<file path="config.mk">
export PLATFORM = sky130hd
export DESIGN_NAME = sliding_window_burst_limiter_core_flat
export DESIGN_NICKNAME = d
export VERILOG_FILES = /design/src/hdl/swbl_pkg.sv /design/src/hdl/swbl_req_if.sv /design/src/hdl/swbl_rsp_if.sv /design/src/hdl/swbl_cell.sv /design/src/hdl/sliding_window_burst_limiter_core.sv /design/src/flat_wrapper.sv
export SDC_FILE = /design/constraint.sdc
export NUM_CORES = 2
export LEC_CHECK = 0
export ABC_CLOCK_PERIOD_IN_PS = 11900
export BUFFER_PORTS_ARGS = -buffer_cell sky130_fd_sc_hd__buf_4
export CAP_MARGIN = 20
export CORE_UTILIZATION = 50
export CTS_BUF_LIST = sky130_fd_sc_hd__clkbuf_4 sky130_fd_sc_hd__clkbuf_8
export CTS_CLUSTER_DIAMETER = 150
export DETAILED_ROUTE_END_ITERATION = 8
export PLACE_DENSITY = 0.69
export SLEW_MARGIN = 15
export SYNTH_ARGS = -nofsm -noshare
export SYNTH_HDL_FRONTEND = slang
export SYNTH_SLANG_ARGS = --single-unit
</file>
<file path="constraint.sdc">
create_clock -name i_clk -period 11.9 [get_ports i_clk]
set_input_delay 1.19 -clock i_clk [delete_from_list [all_inputs] [get_ports i_clk]]
set_output_delay 1.19 -clock i_clk [all_outputs]
set_load 0.005 [all_outputs]
</file>
<file path="src/hdl/swbl_pkg.sv">
`timescale 1ns / 1ps
// ---------------------------------------------------------------------------
// swbl_pkg
// Shared types and constants of the sliding window burst limiter.
// ---------------------------------------------------------------------------
package swbl_pkg;

    localparam int TIME_W    = 32;
    localparam int BITS_W    = 32;
    localparam int PAYLOAD_W = 16;
    localparam int PBITS_W   = 20;  // max(65535 + 66, 84) * 8 fits in 20 bits
    localparam int COUNT_W   = 6;   // entry_count field width
    localparam int CFG_IDX_W = 2;
    localparam int CFG_DAT_W = 32;

    localparam logic [PAYLOAD_W:0] OVERHEAD_BYTES  = 17'd66;
    localparam logic [PAYLOAD_W:0] MIN_FRAME_BYTES = 17'd84;

    localparam logic REQ_QUERY  = 1'b0;
    localparam logic REQ_RECORD = 1'b1;

    localparam logic [CFG_IDX_W-1:0] CFG_UNLIMITED  = 2'd0;
    localparam logic [CFG_IDX_W-1:0] CFG_LIMIT_BITS = 2'd1;
    localparam logic [CFG_IDX_W-1:0] CFG_WINDOW_US  = 2'd2;

    localparam logic [BITS_W-1:0] WINDOW_RESET = 32'd200000;

    // per-cell control, driven by the sequencer
    typedef struct packed {
        logic shift;  // take neighbor's entry (head pop)
        logic load;   // write new entry
        logic merge;  // add bits into entry, refresh time
    } t_cell_ctl;

    function automatic logic [PBITS_W-1:0] wire_bits(input logic [PAYLOAD_W-1:0] payload);
        logic [PAYLOAD_W:0] bytes;
        bytes = {1'b0, payload} + OVERHEAD_BYTES;
        if (bytes < MIN_FRAME_BYTES) begin
            bytes = MIN_FRAME_BYTES;
        end
        return {bytes, 3'b000};
    endfunction

endpackage

</file>
<file path="src/hdl/swbl_req_if.sv">
`timescale 1ns / 1ps
// ---------------------------------------------------------------------------
// swbl_req_if
// Request channel: valid/ready with one request word.
// ---------------------------------------------------------------------------
interface swbl_req_if;
    logic                         valid;
    logic                         ready;
    logic                         req_type;
    logic [swbl_pkg::TIME_W-1:0]    now_us;
    logic [swbl_pkg::PAYLOAD_W-1:0] payload_len;

    modport source (output valid, req_type, now_us, payload_len, input ready);
    modport sink   (input valid, req_type, now_us, payload_len, output ready);
endinterface

</file>
<file path="src/hdl/swbl_rsp_if.sv">
`timescale 1ns / 1ps
// ---------------------------------------------------------------------------
// swbl_rsp_if
// Response channel: valid/ready with one result word.
// ---------------------------------------------------------------------------
interface swbl_rsp_if;
    logic                       valid;
    logic                       ready;
    logic                       allowed;
    logic [swbl_pkg::BITS_W-1:0]  window_bits;
    logic [swbl_pkg::COUNT_W-1:0] entry_count;

    modport source (output valid, allowed, window_bits, entry_count, input ready);
    modport sink   (input valid, allowed, window_bits, entry_count, output ready);
endinterface

</file>
<file path="src/hdl/swbl_cell.sv">
`timescale 1ns / 1ps
// ---------------------------------------------------------------------------
// swbl_cell
// One history slot: time stamp and wire bits, shifts toward the head.
// ---------------------------------------------------------------------------
module swbl_cell (
    input  logic                          i_clk,
    input  swbl_pkg::t_cell_ctl           i_ctl,
    input  logic [swbl_pkg::TIME_W-1:0]   i_next_time,
    input  logic [swbl_pkg::BITS_W-1:0]   i_next_bits,
    input  logic [swbl_pkg::TIME_W-1:0]   i_now,
    input  logic [swbl_pkg::PBITS_W-1:0]  i_pbits,
    output logic [swbl_pkg::TIME_W-1:0]   o_time,
    output logic [swbl_pkg::BITS_W-1:0]   o_bits
);
    import swbl_pkg::*;

    logic [TIME_W-1:0] r_time, n_time;
    logic [BITS_W-1:0] r_bits, n_bits;

    always_comb begin
        n_time = r_time;
        n_bits = r_bits;
        if (i_ctl.shift) begin
            n_time = i_next_time;
            n_bits = i_next_bits;
        end else if (i_ctl.load) begin
            n_time = i_now;
            n_bits = {{(BITS_W-PBITS_W){1'b0}}, i_pbits};
        end else if (i_ctl.merge) begin
            n_time = i_now;
            n_bits = r_bits + {{(BITS_W-PBITS_W){1'b0}}, i_pbits};
        end
    end

    always_ff @(posedge i_clk) begin
        r_time <= n_time;
        r_bits <= n_bits;
    end

    assign o_time = r_time;
    assign o_bits = r_bits;

endmodule

</file>
<file path="src/hdl/sliding_window_burst_limiter_core.sv">
`timescale 1ns / 1ps
// ---------------------------------------------------------------------------
// sliding_window_burst_limiter_core
// Sliding window bit budget over a shifting row of history cells.
// ---------------------------------------------------------------------------
//  channel  dir  handshake          payload
//  i_req    in   valid/ready        req_type, now_us, payload_len
//  o_rsp    out  valid/ready        allowed, window_bits, entry_count
//  i_cfg_*  in   write enable only  i_cfg_idx, i_cfg_data
//
//  A request is accepted, then the head cell pops one expired entry per cycle,
//  then the answer cycle follows. The response register holds the result until
//  taken; a full register delays the answer cycle. Synchronous active-low reset
//  clears count and sum and sets config to unlimited, limit 0, WINDOW_RESET window.
//  Writes to the three config registers clear the history; cell contents are not cleared.
// ---------------------------------------------------------------------------
module sliding_window_burst_limiter_core #(
    parameter int HISTORY_DEPTH = 32
) (
    input  logic                            i_clk,
    input  logic                            i_rst_n,
    input  logic                            i_cfg_we,
    input  logic [swbl_pkg::CFG_IDX_W-1:0]  i_cfg_idx,
    input  logic [swbl_pkg::CFG_DAT_W-1:0]  i_cfg_data,
    swbl_req_if.sink                        i_req,
    swbl_rsp_if.source                      o_rsp
);
    import swbl_pkg::*;

    localparam int CNT_W = $clog2(HISTORY_DEPTH + 1);
    localparam int IDX_W = (HISTORY_DEPTH > 1) ? $clog2(HISTORY_DEPTH) : 1;
    localparam logic [CNT_W-1:0] DEPTH_CNT = CNT_W'(HISTORY_DEPTH);

    localparam logic ST_IDLE = 1'b0;
    localparam logic ST_RUN  = 1'b1;

    logic                r_state, n_state;
    logic                r_unlim;
    logic [BITS_W-1:0]   r_limit;
    logic [TIME_W-1:0]   r_window;
    logic [CNT_W-1:0]    r_count, n_count;
    logic [BITS_W-1:0]   r_sum, n_sum;

    logic                r_req;
    logic [TIME_W-1:0]   r_now;
    logic [PBITS_W-1:0]  r_pbits;

    logic                r_out_valid, n_out_valid;
    logic                r_out_allowed, n_out_allowed;
    logic [BITS_W-1:0]   r_out_bits, n_out_bits;
    logic [COUNT_W-1:0]  r_out_count, n_out_count;

    logic [TIME_W-1:0]   w_time [HISTORY_DEPTH];
    logic [BITS_W-1:0]   w_bits [HISTORY_DEPTH];
    t_cell_ctl           w_ctl  [HISTORY_DEPTH];

    logic                w_accept;
    logic                w_head_exp;
    logic                w_finish;
    logic                w_append;
    logic                w_merge;
    logic [BITS_W-1:0]   w_pbits32;
    logic [TIME_W-1:0]   w_age;
    logic                w_allowed;
    logic [IDX_W-1:0]    w_tail_idx;
    logic [CNT_W+COUNT_W-1:0] w_count_ext;

    assign i_req.ready = (r_state == ST_IDLE);
    assign w_accept    = i_req.valid && i_req.ready;
    assign w_pbits32   = {{(BITS_W-PBITS_W){1'b0}}, r_pbits};
    assign w_age       = r_now - w_time[0];
    assign w_head_exp  = (r_state == ST_RUN) && !r_unlim && (r_count != '0)
                         && (w_age >= r_window);
    assign w_finish    = (r_state == ST_RUN) && !w_head_exp
                         && (!r_out_valid || o_rsp.ready);
    assign w_append    = w_finish && (r_req == REQ_RECORD) && !r_unlim
                         && (r_count < DEPTH_CNT);
    assign w_merge     = w_finish && (r_req == REQ_RECORD) && !r_unlim
                         && (r_count == DEPTH_CNT);
    assign w_tail_idx  = r_count[IDX_W-1:0];

    always_comb begin
        if (r_unlim) begin
            w_allowed = 1'b1;
        end else if (w_pbits32 > r_limit) begin
            w_allowed = (r_count == '0);
        end else begin
            w_allowed = (r_sum <= r_limit - w_pbits32);
        end
    end

    // row of cells, index 0 is the oldest entry
    for (genvar g = 0; g < HISTORY_DEPTH; g++) begin : g_cell
        logic [TIME_W-1:0] w_nt;
        logic [BITS_W-1:0] w_nb;
        if (g == HISTORY_DEPTH - 1) begin : g_last
            assign w_nt = w_time[g];
            assign w_nb = w_bits[g];
        end else begin : g_mid
            assign w_nt = w_time[g+1];
            assign w_nb = w_bits[g+1];
        end
        assign w_ctl[g].shift = w_head_exp;
        assign w_ctl[g].load  = w_append && (w_tail_idx == IDX_W'(g));
        assign w_ctl[g].merge = w_merge && (g == HISTORY_DEPTH - 1);

        swbl_cell u_cell (
            .i_clk       (i_clk),
            .i_ctl       (w_ctl[g]),
            .i_next_time (w_nt),
            .i_next_bits (w_nb),
            .i_now       (r_now),
            .i_pbits     (r_pbits),
            .o_time      (w_time[g]),
            .o_bits      (w_bits[g])
        );
    end

    always_comb begin
        n_state       = r_state;
        n_count       = r_count;
        n_sum         = r_sum;
        n_out_valid   = r_out_valid && !o_rsp.ready;
        n_out_allowed = r_out_allowed;
        n_out_bits    = r_out_bits;
        n_out_count   = r_out_count;
        w_count_ext   = '0;

        if (w_accept) begin
            n_state = ST_RUN;
        end
        if (w_head_exp) begin
            n_sum   = r_sum - w_bits[0];
            n_count = r_count - CNT_W'(1);
        end else if (w_finish) begin
            if (r_req == REQ_RECORD && !r_unlim) begin
                n_sum = r_sum + w_pbits32;
                if (w_append) begin
                    n_count = r_count + CNT_W'(1);
                end
            end
            w_count_ext   = {{COUNT_W{1'b0}}, n_count};
            n_state       = ST_IDLE;
            n_out_valid   = 1'b1;
            n_out_allowed = (r_req == REQ_QUERY) && w_allowed;
            n_out_bits    = n_sum;
            n_out_count   = w_count_ext[COUNT_W-1:0];
        end
        // a config register write clears history; the user writes only while idle, the block does not enforce it
        if (i_cfg_we && (i_cfg_idx == CFG_UNLIMITED || i_cfg_idx == CFG_LIMIT_BITS
                         || i_cfg_idx == CFG_WINDOW_US)) begin
            n_count = '0;
            n_sum   = '0;
        end
    end

    always_ff @(posedge i_clk) begin
        if (!i_rst_n) begin
            r_state     <= ST_IDLE;
            r_count     <= '0;
            r_sum       <= '0;
            r_out_valid <= 1'b0;
            r_unlim     <= 1'b1;
            r_limit     <= '0;
            r_window    <= WINDOW_RESET;
        end else begin
            r_state     <= n_state;
            r_count     <= n_count;
            r_sum       <= n_sum;
            r_out_valid <= n_out_valid;
            if (i_cfg_we) begin
                case (i_cfg_idx)
                    CFG_UNLIMITED:  r_unlim  <= i_cfg_data[0];
                    CFG_LIMIT_BITS: r_limit  <= i_cfg_data;
                    CFG_WINDOW_US:  r_window <= i_cfg_data;
                    default: ;
                endcase
            end
        end
    end

    always_ff @(posedge i_clk) begin
        if (w_accept) begin
            r_req   <= i_req.req_type;
            r_now   <= i_req.now_us;
            r_pbits <= wire_bits(i_req.payload_len);
        end
        r_out_allowed <= n_out_allowed;
        r_out_bits    <= n_out_bits;
        r_out_count   <= n_out_count;
    end

    assign o_rsp.valid       = r_out_valid;
    assign o_rsp.allowed     = r_out_allowed;
    assign o_rsp.window_bits = r_out_bits;
    assign o_rsp.entry_count = r_out_count;

endmodule

</file>
<file path="src/flat_wrapper.sv">
// flat-port wrapper written by rule: the top's interface ports become plain ports
module sliding_window_burst_limiter_core_flat import swbl_pkg::*;
#(
    parameter int HISTORY_DEPTH = 32
)
  (i_clk, i_rst_n, i_cfg_we, i_cfg_idx, i_cfg_data, i_req_valid, i_req_req_type, i_req_now_us, i_req_payload_len, i_req_ready, o_rsp_valid, o_rsp_allowed, o_rsp_window_bits, o_rsp_entry_count, o_rsp_ready);
  swbl_req_if i_req_i ();
  swbl_rsp_if o_rsp_i ();
  input  logic i_clk;
  input  logic i_rst_n;
  input  logic i_cfg_we;
  input  logic [swbl_pkg::CFG_IDX_W-1:0] i_cfg_idx;
  input  logic [swbl_pkg::CFG_DAT_W-1:0] i_cfg_data;
  input wire logic [$bits(i_req_i.valid)-1:0] i_req_valid;
  input wire logic [$bits(i_req_i.req_type)-1:0] i_req_req_type;
  input wire logic [$bits(i_req_i.now_us)-1:0] i_req_now_us;
  input wire logic [$bits(i_req_i.payload_len)-1:0] i_req_payload_len;
  output wire logic [$bits(i_req_i.ready)-1:0] i_req_ready;
  output wire logic [$bits(o_rsp_i.valid)-1:0] o_rsp_valid;
  output wire logic [$bits(o_rsp_i.allowed)-1:0] o_rsp_allowed;
  output wire logic [$bits(o_rsp_i.window_bits)-1:0] o_rsp_window_bits;
  output wire logic [$bits(o_rsp_i.entry_count)-1:0] o_rsp_entry_count;
  input wire logic [$bits(o_rsp_i.ready)-1:0] o_rsp_ready;
  assign i_req_i.valid = i_req_valid;
  assign i_req_i.req_type = i_req_req_type;
  assign i_req_i.now_us = i_req_now_us;
  assign i_req_i.payload_len = i_req_payload_len;
  assign i_req_ready = i_req_i.ready;
  assign o_rsp_valid = o_rsp_i.valid;
  assign o_rsp_allowed = o_rsp_i.allowed;
  assign o_rsp_window_bits = o_rsp_i.window_bits;
  assign o_rsp_entry_count = o_rsp_i.entry_count;
  assign o_rsp_i.ready = o_rsp_ready;
  sliding_window_burst_limiter_core #(.HISTORY_DEPTH(HISTORY_DEPTH)) u_core (.i_clk(i_clk), .i_rst_n(i_rst_n), .i_cfg_we(i_cfg_we), .i_cfg_idx(i_cfg_idx), .i_cfg_data(i_cfg_data), .i_req(i_req_i), .o_rsp(o_rsp_i));
endmodule
</file>
## Word-level counts from Yosys, hierarchy flattened

Index checks and enable logic that the tools add are counted.

- $add $sub $neg: 8
- Order comparisons: 5
- Eq/ne operators: 34
- Muxes and demuxes: 142
- Bitwise gates (word level): 4
- Reduce and logical (&&, ||, !) cells: 96

Operators with widths:

| operator | number |
|---|---|
| 2-to-1 mux 32 bit | 130 |
| == test 5 bit (second input constant) | 16 |
| nonzero test 2 bit | 33 |
| adder 32 x 20 -> 32 bit | 2 |
| subtractor 32 bit | 2 |
| logical AND 1 bit | 46 |
| == test 5 x 4 -> 1 bit (second input constant) | 8 |
| greater-or-equal comparator 32 bit | 1 |
| greater-than comparator 20 x 32 -> 1 bit | 1 |
| <= comparator 32 bit | 1 |
| subtractor 32 x 20 -> 32 bit | 1 |
| 2-to-1 mux 6 bit | 4 |
| == test 5 x 3 -> 1 bit (second input constant) | 4 |
| 2-to-1 mux 20 bit | 1 |
| adder 16 x 7 -> 17 bit (second input constant) | 1 |
| less-than comparator 17 x 7 -> 1 bit (second input constant) | 1 |
| == test 5 x 2 -> 1 bit (second input constant) | 2 |
| AND reduction 2 bit | 5 |
| 2-to-1 mux 1 bit | 7 |
| adder 6 x 1 -> 6 bit (second input constant) | 1 |
| == test 6 bit (second input constant) | 1 |
| zero test 6 bit | 1 |
| less-than comparator 6 bit (second input constant) | 1 |
| nonzero test 6 bit | 1 |
| other kinds (10) | 18 |

- Register bits: 2242
- Output and inout port bits: 41
- Word-level logic and storage cells: 368

## Logic depth before layout (Yosys ltp)

- Word-level depth: 14
- Depth in mapped cells: 27

## By module

From an unflattened synthesis, not the netlist that was laid out.

- Cells, all modules: 14453
- Area, all modules: 151808.1 sq um

Modules (own cells, without submodules):

| module | instances | cells an instance | area each (sq um) | sequential area each (sq um) |
|---|---|---|---|---|
| swbl_cell (u_core.g_cell[24].u_cell ...) | 15 | 427 | 4489.3 | 1921.8 |
| swbl_cell (u_core.g_cell[0].u_cell ...) | 13 | 358 | 4028.9 | 1921.8 |
| sliding_window_burst_limiter_core | 1 | 1720 | 14741.6 | 4774.6 |
| swbl_cell (u_core.g_cell[21].u_cell ...) | 3 | 425 | 4370.4 | 1921.8 |
| swbl_cell (u_core.g_cell[9].u_cell) | 1 | 399 | 4240.3 | 1921.8 |

## Worst setup path after synthesis

Ideal clock, no wire load.

- Kind: register to register
- Start: register u_core.r_now[0]
- End: register u_core.g_cell[31].u_cell.r_bits[10] (enable)
- Setup time: 630 ps
- Arrival time: 10278 ps
- Setup slack: 992 ps
- Stages on the path, launching flop included: 24
- Clock period less this slack: 10908 ps
- Cell sequence: edfxtp_1 > inv_1 > ha_1 > inv_1 > fa_1 > a21o_1 > a21o_1 > a311oi_2 > nor2b_1 > o211ai_1 > and3_1 > o2111ai_1 > a221o_1 > a21oi_1 > xnor2_1 > ha_1 > and4_1 > a221o_1 > nand4b_1 > a21oi_1 > nor3_2 > clkbuf_1 > buf_2 > nor4_1

- Word-level cells in the longest chain between the ends: 12

Ends and longest elaborated chain:

| item | RTL line | text |
|---|---|---|
| from (decl) | sliding_window_burst_limiter_core.sv:45 | `logic [TIME_W-1:0] r_now;` |
| from (signal assigned) | sliding_window_burst_limiter_core.sv:185 | `r_now <= i_req.now_us;` |
| subtractor 32 bit (*) | sliding_window_burst_limiter_core.sv:71 | `assign w_age = r_now - w_time[0];` |
| greater-or-equal comparator 32 bit (*) | sliding_window_burst_limiter_core.sv:73 | `&& (w_age >= r_window);` |
| logical AND 1 bit (*) | sliding_window_burst_limiter_core.sv:73 |  |
| zero test 1 bit | sliding_window_burst_limiter_core.sv:74 | `assign w_finish = (r_state == ST_RUN) && !w_head_exp` |
| logical AND 1 bit | sliding_window_burst_limiter_core.sv:74 |  |
| logical AND 1 bit | sliding_window_burst_limiter_core.sv:75 | `&& (!r_out_valid \|\| o_rsp.ready);` |
| logical AND 1 bit (2 in a row) | sliding_window_burst_limiter_core.sv:76, sliding_window_burst_limiter_core.sv:78 |  |
| logical AND 1 bit | sliding_window_burst_limiter_core.sv:77 | `&& (r_count < DEPTH_CNT);` |
| logical AND 1 bit | sliding_window_burst_limiter_core.sv:104 | `assign w_ctl[g].load = w_append && (w_tail_idx == IDX_W'(g));` |
| nonzero test 2 bit (no source line) | - |  |
| AND reduction 2 bit (no source line) (*) | - |  |
| to (signal assigned) | swbl_cell.sv:38 | `r_bits <= n_bits;` |
| to (decl) | swbl_cell.sv:19 | `logic [BITS_W-1:0] r_bits, n_bits;` |

Mark *: on every way between the ends. The rest lies on a longest branch, timed or not.
A chain may end at the register's enable or synchronous reset.

## Final worst setup path

- Start: register u_core.r_now[0]
- End: register u_core.g_cell[27].u_cell.r_time[14] (enable)

- Word-level cells in the longest chain between the ends: 11

Ends and longest elaborated chain:

| item | RTL line | text |
|---|---|---|
| subtractor 32 bit (*) | sliding_window_burst_limiter_core.sv:71 |  |
| greater-or-equal comparator 32 bit (*) | sliding_window_burst_limiter_core.sv:73 |  |
| logical AND 1 bit (*) | sliding_window_burst_limiter_core.sv:73 |  |
| zero test 1 bit | sliding_window_burst_limiter_core.sv:74 |  |
| logical AND 1 bit | sliding_window_burst_limiter_core.sv:74 |  |
| logical AND 1 bit | sliding_window_burst_limiter_core.sv:75 |  |
| logical AND 1 bit (2 in a row) | sliding_window_burst_limiter_core.sv:76 | `assign w_append = w_finish && (r_req == REQ_RECORD) && !r_unlim` |
| logical AND 1 bit | sliding_window_burst_limiter_core.sv:77 |  |
| logical AND 1 bit | sliding_window_burst_limiter_core.sv:104 |  |
| nonzero test 2 bit (no source line) (*) | - |  |
| to (signal assigned) | swbl_cell.sv:37 | `r_time <= n_time;` |
| to (decl) | swbl_cell.sv:18 | `logic [TIME_W-1:0] r_time, n_time;` |

Marks and branches as above.

==> flow_summary_export.csv <==
group,metric,value,unit
outcome,outcome,"complete, no violations",
synth,synth_top_area_cell,"edfxtp_1",
floorplan,io_pins,129,
floorplan,dieHeight,425,um
detailed_routing,wl_per_cell,21.2,um
timing,hold_violations,0,
critical_path,critPathRequiredTime,12530,ps
detailed_routing,vias,56800,
critical_path,critPathKind,"register to register",
timing,setup_violations,0,
hold_path,min_path_type,"input port to register",
cts,clock_latency,1040,ps
placed_design,dp_worst_setup_slack,4530,ps
critical_path,crit_path_start_kind,"register",
floorplan,fp.dieW,425,um
floorplan,core_area,0.177,mm2
hold_path,min_to,"u_core.r_now[19]$_DFFE_PP_",
cts,clockBufferDepth,4,
timing,layout_setup_ws,4460,ps
floorplan,die_area,0.181,mm2
synth,syn_area,0.0895,mm2
timing,fin_setup_tns,0,ps
cts,clock_sinks,2140,
final_layout,nets,8085,
critical_path,timing.rr.end,"u_core.g_cell[27].u_cell.o_time[14]$_DFFE_PP_",
timing,finClkSkew,59.9,ps
global_routing,grt_pass1_wl,331000,um
critical_path,worstPathArrival,8070,ps
detailed_routing,ant_nets,0,
cts,root_buffer,"clkbuf_8",
timing,min_period,7440,ps
hold_path,hp-start,"i_req_now_us[19]",
hold_path,hold_depth,1,
synth,synth_edf_count,2038,
global_routing,antenna_found_initial,4,
synth,yosysTopAreaCellShare,68.4,%
final_layout,final_common_cell,"nand2_1",
global_routing,grt_use_total,24.2,%
pwr,ir_drop,131,uV
floorplan,fp-row-count,154,
critical_path,critical_path.max_fanout,97,
pwr,power_density,152,mW/mm2
cts,cts_tree,"built",
timing,max_freq,0.134,GHz
synth,netlist-cell-type-count,74,
synth,ys_warn_count,0,
critical_path,ff2ff_path_depth,24,
placed_design,numPortBuffers,125,
synth,ys_ff_latch,2140,
detailed_routing,wl,221000,um
cts,htreeDepth,5,
final_layout,layout_common_cells,"nand2_1 (3,344), edfxtp_1 (2,038), and2_1 (379), clkbuf_8 (359), buf_4 (202)",
global_routing,grt_max_degree,296,
synth,synth_seq_area_share,70.7,%
critical_path,cp-end-kind,"register",
timing,worst-slew-pin-transition,1360,ps
pwr,p_total,15100,uW
global_routing,grt_pass1_vias,54200,
cts,clk_pin_slew,60,ps
placed_design,place_congestion,0.924,
timing,holdWs,321,ps
detailed_routing,viasPerCell,5.46,
detailed_routing,drt_iter0_markers,6162,
flow_run,maxCapViolations,0,
final_layout,multiInputGateArea,0.0243,mm2
synth,synth_ff_type,"edfxtp_1",
final_layout,register_area,0.0632,mm2
critical_path,ff2ff_setup_slack,4460,ps
cts,ctsResizeCount,0,
synth,postSynthCellCount,7661,
timing,rsz0062_at_grt,"false",
critical_path,reg2reg_from,"u_core.r_now[0]$_DFFE_PP_",
timing,relSlewSlack,9.17,%
cts,cts_buffers,352,
detailed_routing,drc_errors,0,
detailed_routing,dr.pass1.iters,6,
placed_design,dp_hpwl,128000,um
final_layout,fillers,14600,
final_layout,syn_to_final_growth,11.2,%
synth,syn_avg_cell_area,11.7,um2
timing,maxSlewViolCount,0,
global_routing,globalRoute.totalOverflow,0,
final_layout,drive_gt1_share,10.1,%
synth,synth_top_cells_by_area,"edfxtp_1 (68%), nand2_1 (14%), and2_1 (2.7%)",
synth,synthArstFlopShare,0,%
timing,post-route-period-util,62.5,%
pwr,p_leak,0.0368,uW
floorplan,start_util,50.6,%
cts,hold_buffers,0,
cts,cts_setup_buffers,0,
==> per-layer routing <==
layer / GRT usage (%) / up-vias / wire length, um
met3: 4.22 / 363 / 16800
met2: 37.7 / 2250 / 102000
met4: 8.87 / 0 / 7630
li1: - / 26200 / -
met1: 34.0 / 28000 / 94600
met5: 0 / - / 0
==> sequential cells by signal (all words and copies together), names as in the netlist, 17 cells and up <==
signal / count
u_core.g_cell.u_cell.o_bits: 928
u_core.g_cell.u_cell.o_time: 1024
u_core.o_rsp.window_bits: 29
u_core.r_limit: 32
u_core.r_now: 32
u_core.r_pbits: 17
u_core.r_sum: 29
u_core.r_window: 32
==> power breakdown <==
part / switching (uW) / internal [uW] / total [uW] / leakage (uW)
Combinational: 424 / 221 / 646 / 0.0140
Sequential: 40.7 / 8270 / 8310 / 0.0193
Clock: 2860 / 3300 / 6160 / 0.00347
==> how the worst max path moves through the flow <==
stage	from	endpoint	depth (start not counted)	slack, ps
finish	u_core.r_now[0]$_DFFE_PP_	u_core.g_cell[27].u_cell.o_time[14]$_DFFE_PP_	24	4460
global route	u_core.r_now[0]$_DFFE_PP_	u_core.g_cell[25].u_cell.o_time[9]$_DFFE_PP_	24	4160
CTS	u_core.r_now[0]$_DFFE_PP_	u_core.g_cell[14].u_cell.o_time[0]$_DFFE_PP_	24	4530
detailed placement	u_core.r_now[0]$_DFFE_PP_	u_core.g_cell[16].u_cell.o_bits[14]$_DFFE_PP_	24	4530
global placement	u_core.r_now[0]$_DFFE_PP_	u_core.g_cell[26].u_cell.o_bits[7]$_DFFE_PP_	24	4330
floorplan	u_core.r_now[0]$_DFFE_PP_	u_core.g_cell[31].u_cell.o_bits[10]$_DFFE_PP_	23	990
==> worst max-delay path: stages (launching register included) <==
cell       delay (ps)
edfxtp_1          420
inv_1              90
ha_1              180
inv_1              70
fa_1              400
a21o_1            180
a21o_1            210
a311oi_2          570
a21oi_1           240
a31oi_1           330
a311oi_1          150
o21a_1            210
o21a_1            190
mux2_2            230
o2111ai_1         190
ha_1              240
a21o_1            150
a21o_1            160
a21oi_1           220
o31ai_1           110
a31oi_1           340
or3_4             380
buf_12            630
o21ai_4           460
buf_4             530
==> kinds of logic after synthesis <==
kind of cell / share of synthesized area (%)
simple gates: 18.8
compound gates: 3.77
fa+ha+maj: 2.60
buf+inv: 2.58
xor+xnor: 1.47
mux: 0.105
other cells: 0.00419
flops: 70.7
==> stage by stage <==
step	instance area, um2	std cells	utilization (%)
detailed placement	92800	9789	52.5
CTS	99300	10400	56.2
floorplan	89500	7663	-
finish	99500	10400	56.3
global route	99500	10400	56.3
global placement	92700	9783	52.4
==> layout make-up <==
cell class                      instances  share of cell area (%)
Sequential cell                      2140                    63.5
Multi-Input combinational cell       4944                    24.4
Clock buffer                          466                    5.77
Tap cell                             2340                    2.94
Timing Repair Buffer                  226                    1.96
Clock inverter                        132                   0.791
Inverter                              150                   0.566
Antenna cell                            3                 0.00754
==> synthesized netlist by cell type, types with 7 or more instances <==
cell       count
and2_1       379
o31ai_1        7
a211oi_1      34
dfxtp_1      102
nand4_1       20
o21bai_1      18
a21o_1        43
or2_2         11
and3_1        18
a41oi_1        7
nor2b_1       21
nor4_1        14
a21oi_1      124
xor2_1        66
a31oi_1       12
nand3_1       41
o21a_1        21
o211ai_1      23
ha_1         178
o2111ai_1      7
edfxtp_1    2038
buf_2        101
buf_1         20
a21boi_0      59
nor3_1        22
inv_1        150
nand2_1     3351
nand2b_1      23
clkbuf_1     305
o21ai_0      112
xnor2_1       84
nor2_1       137
or3_1         11
Note: power is estimated with default switching activity, not from simulation.
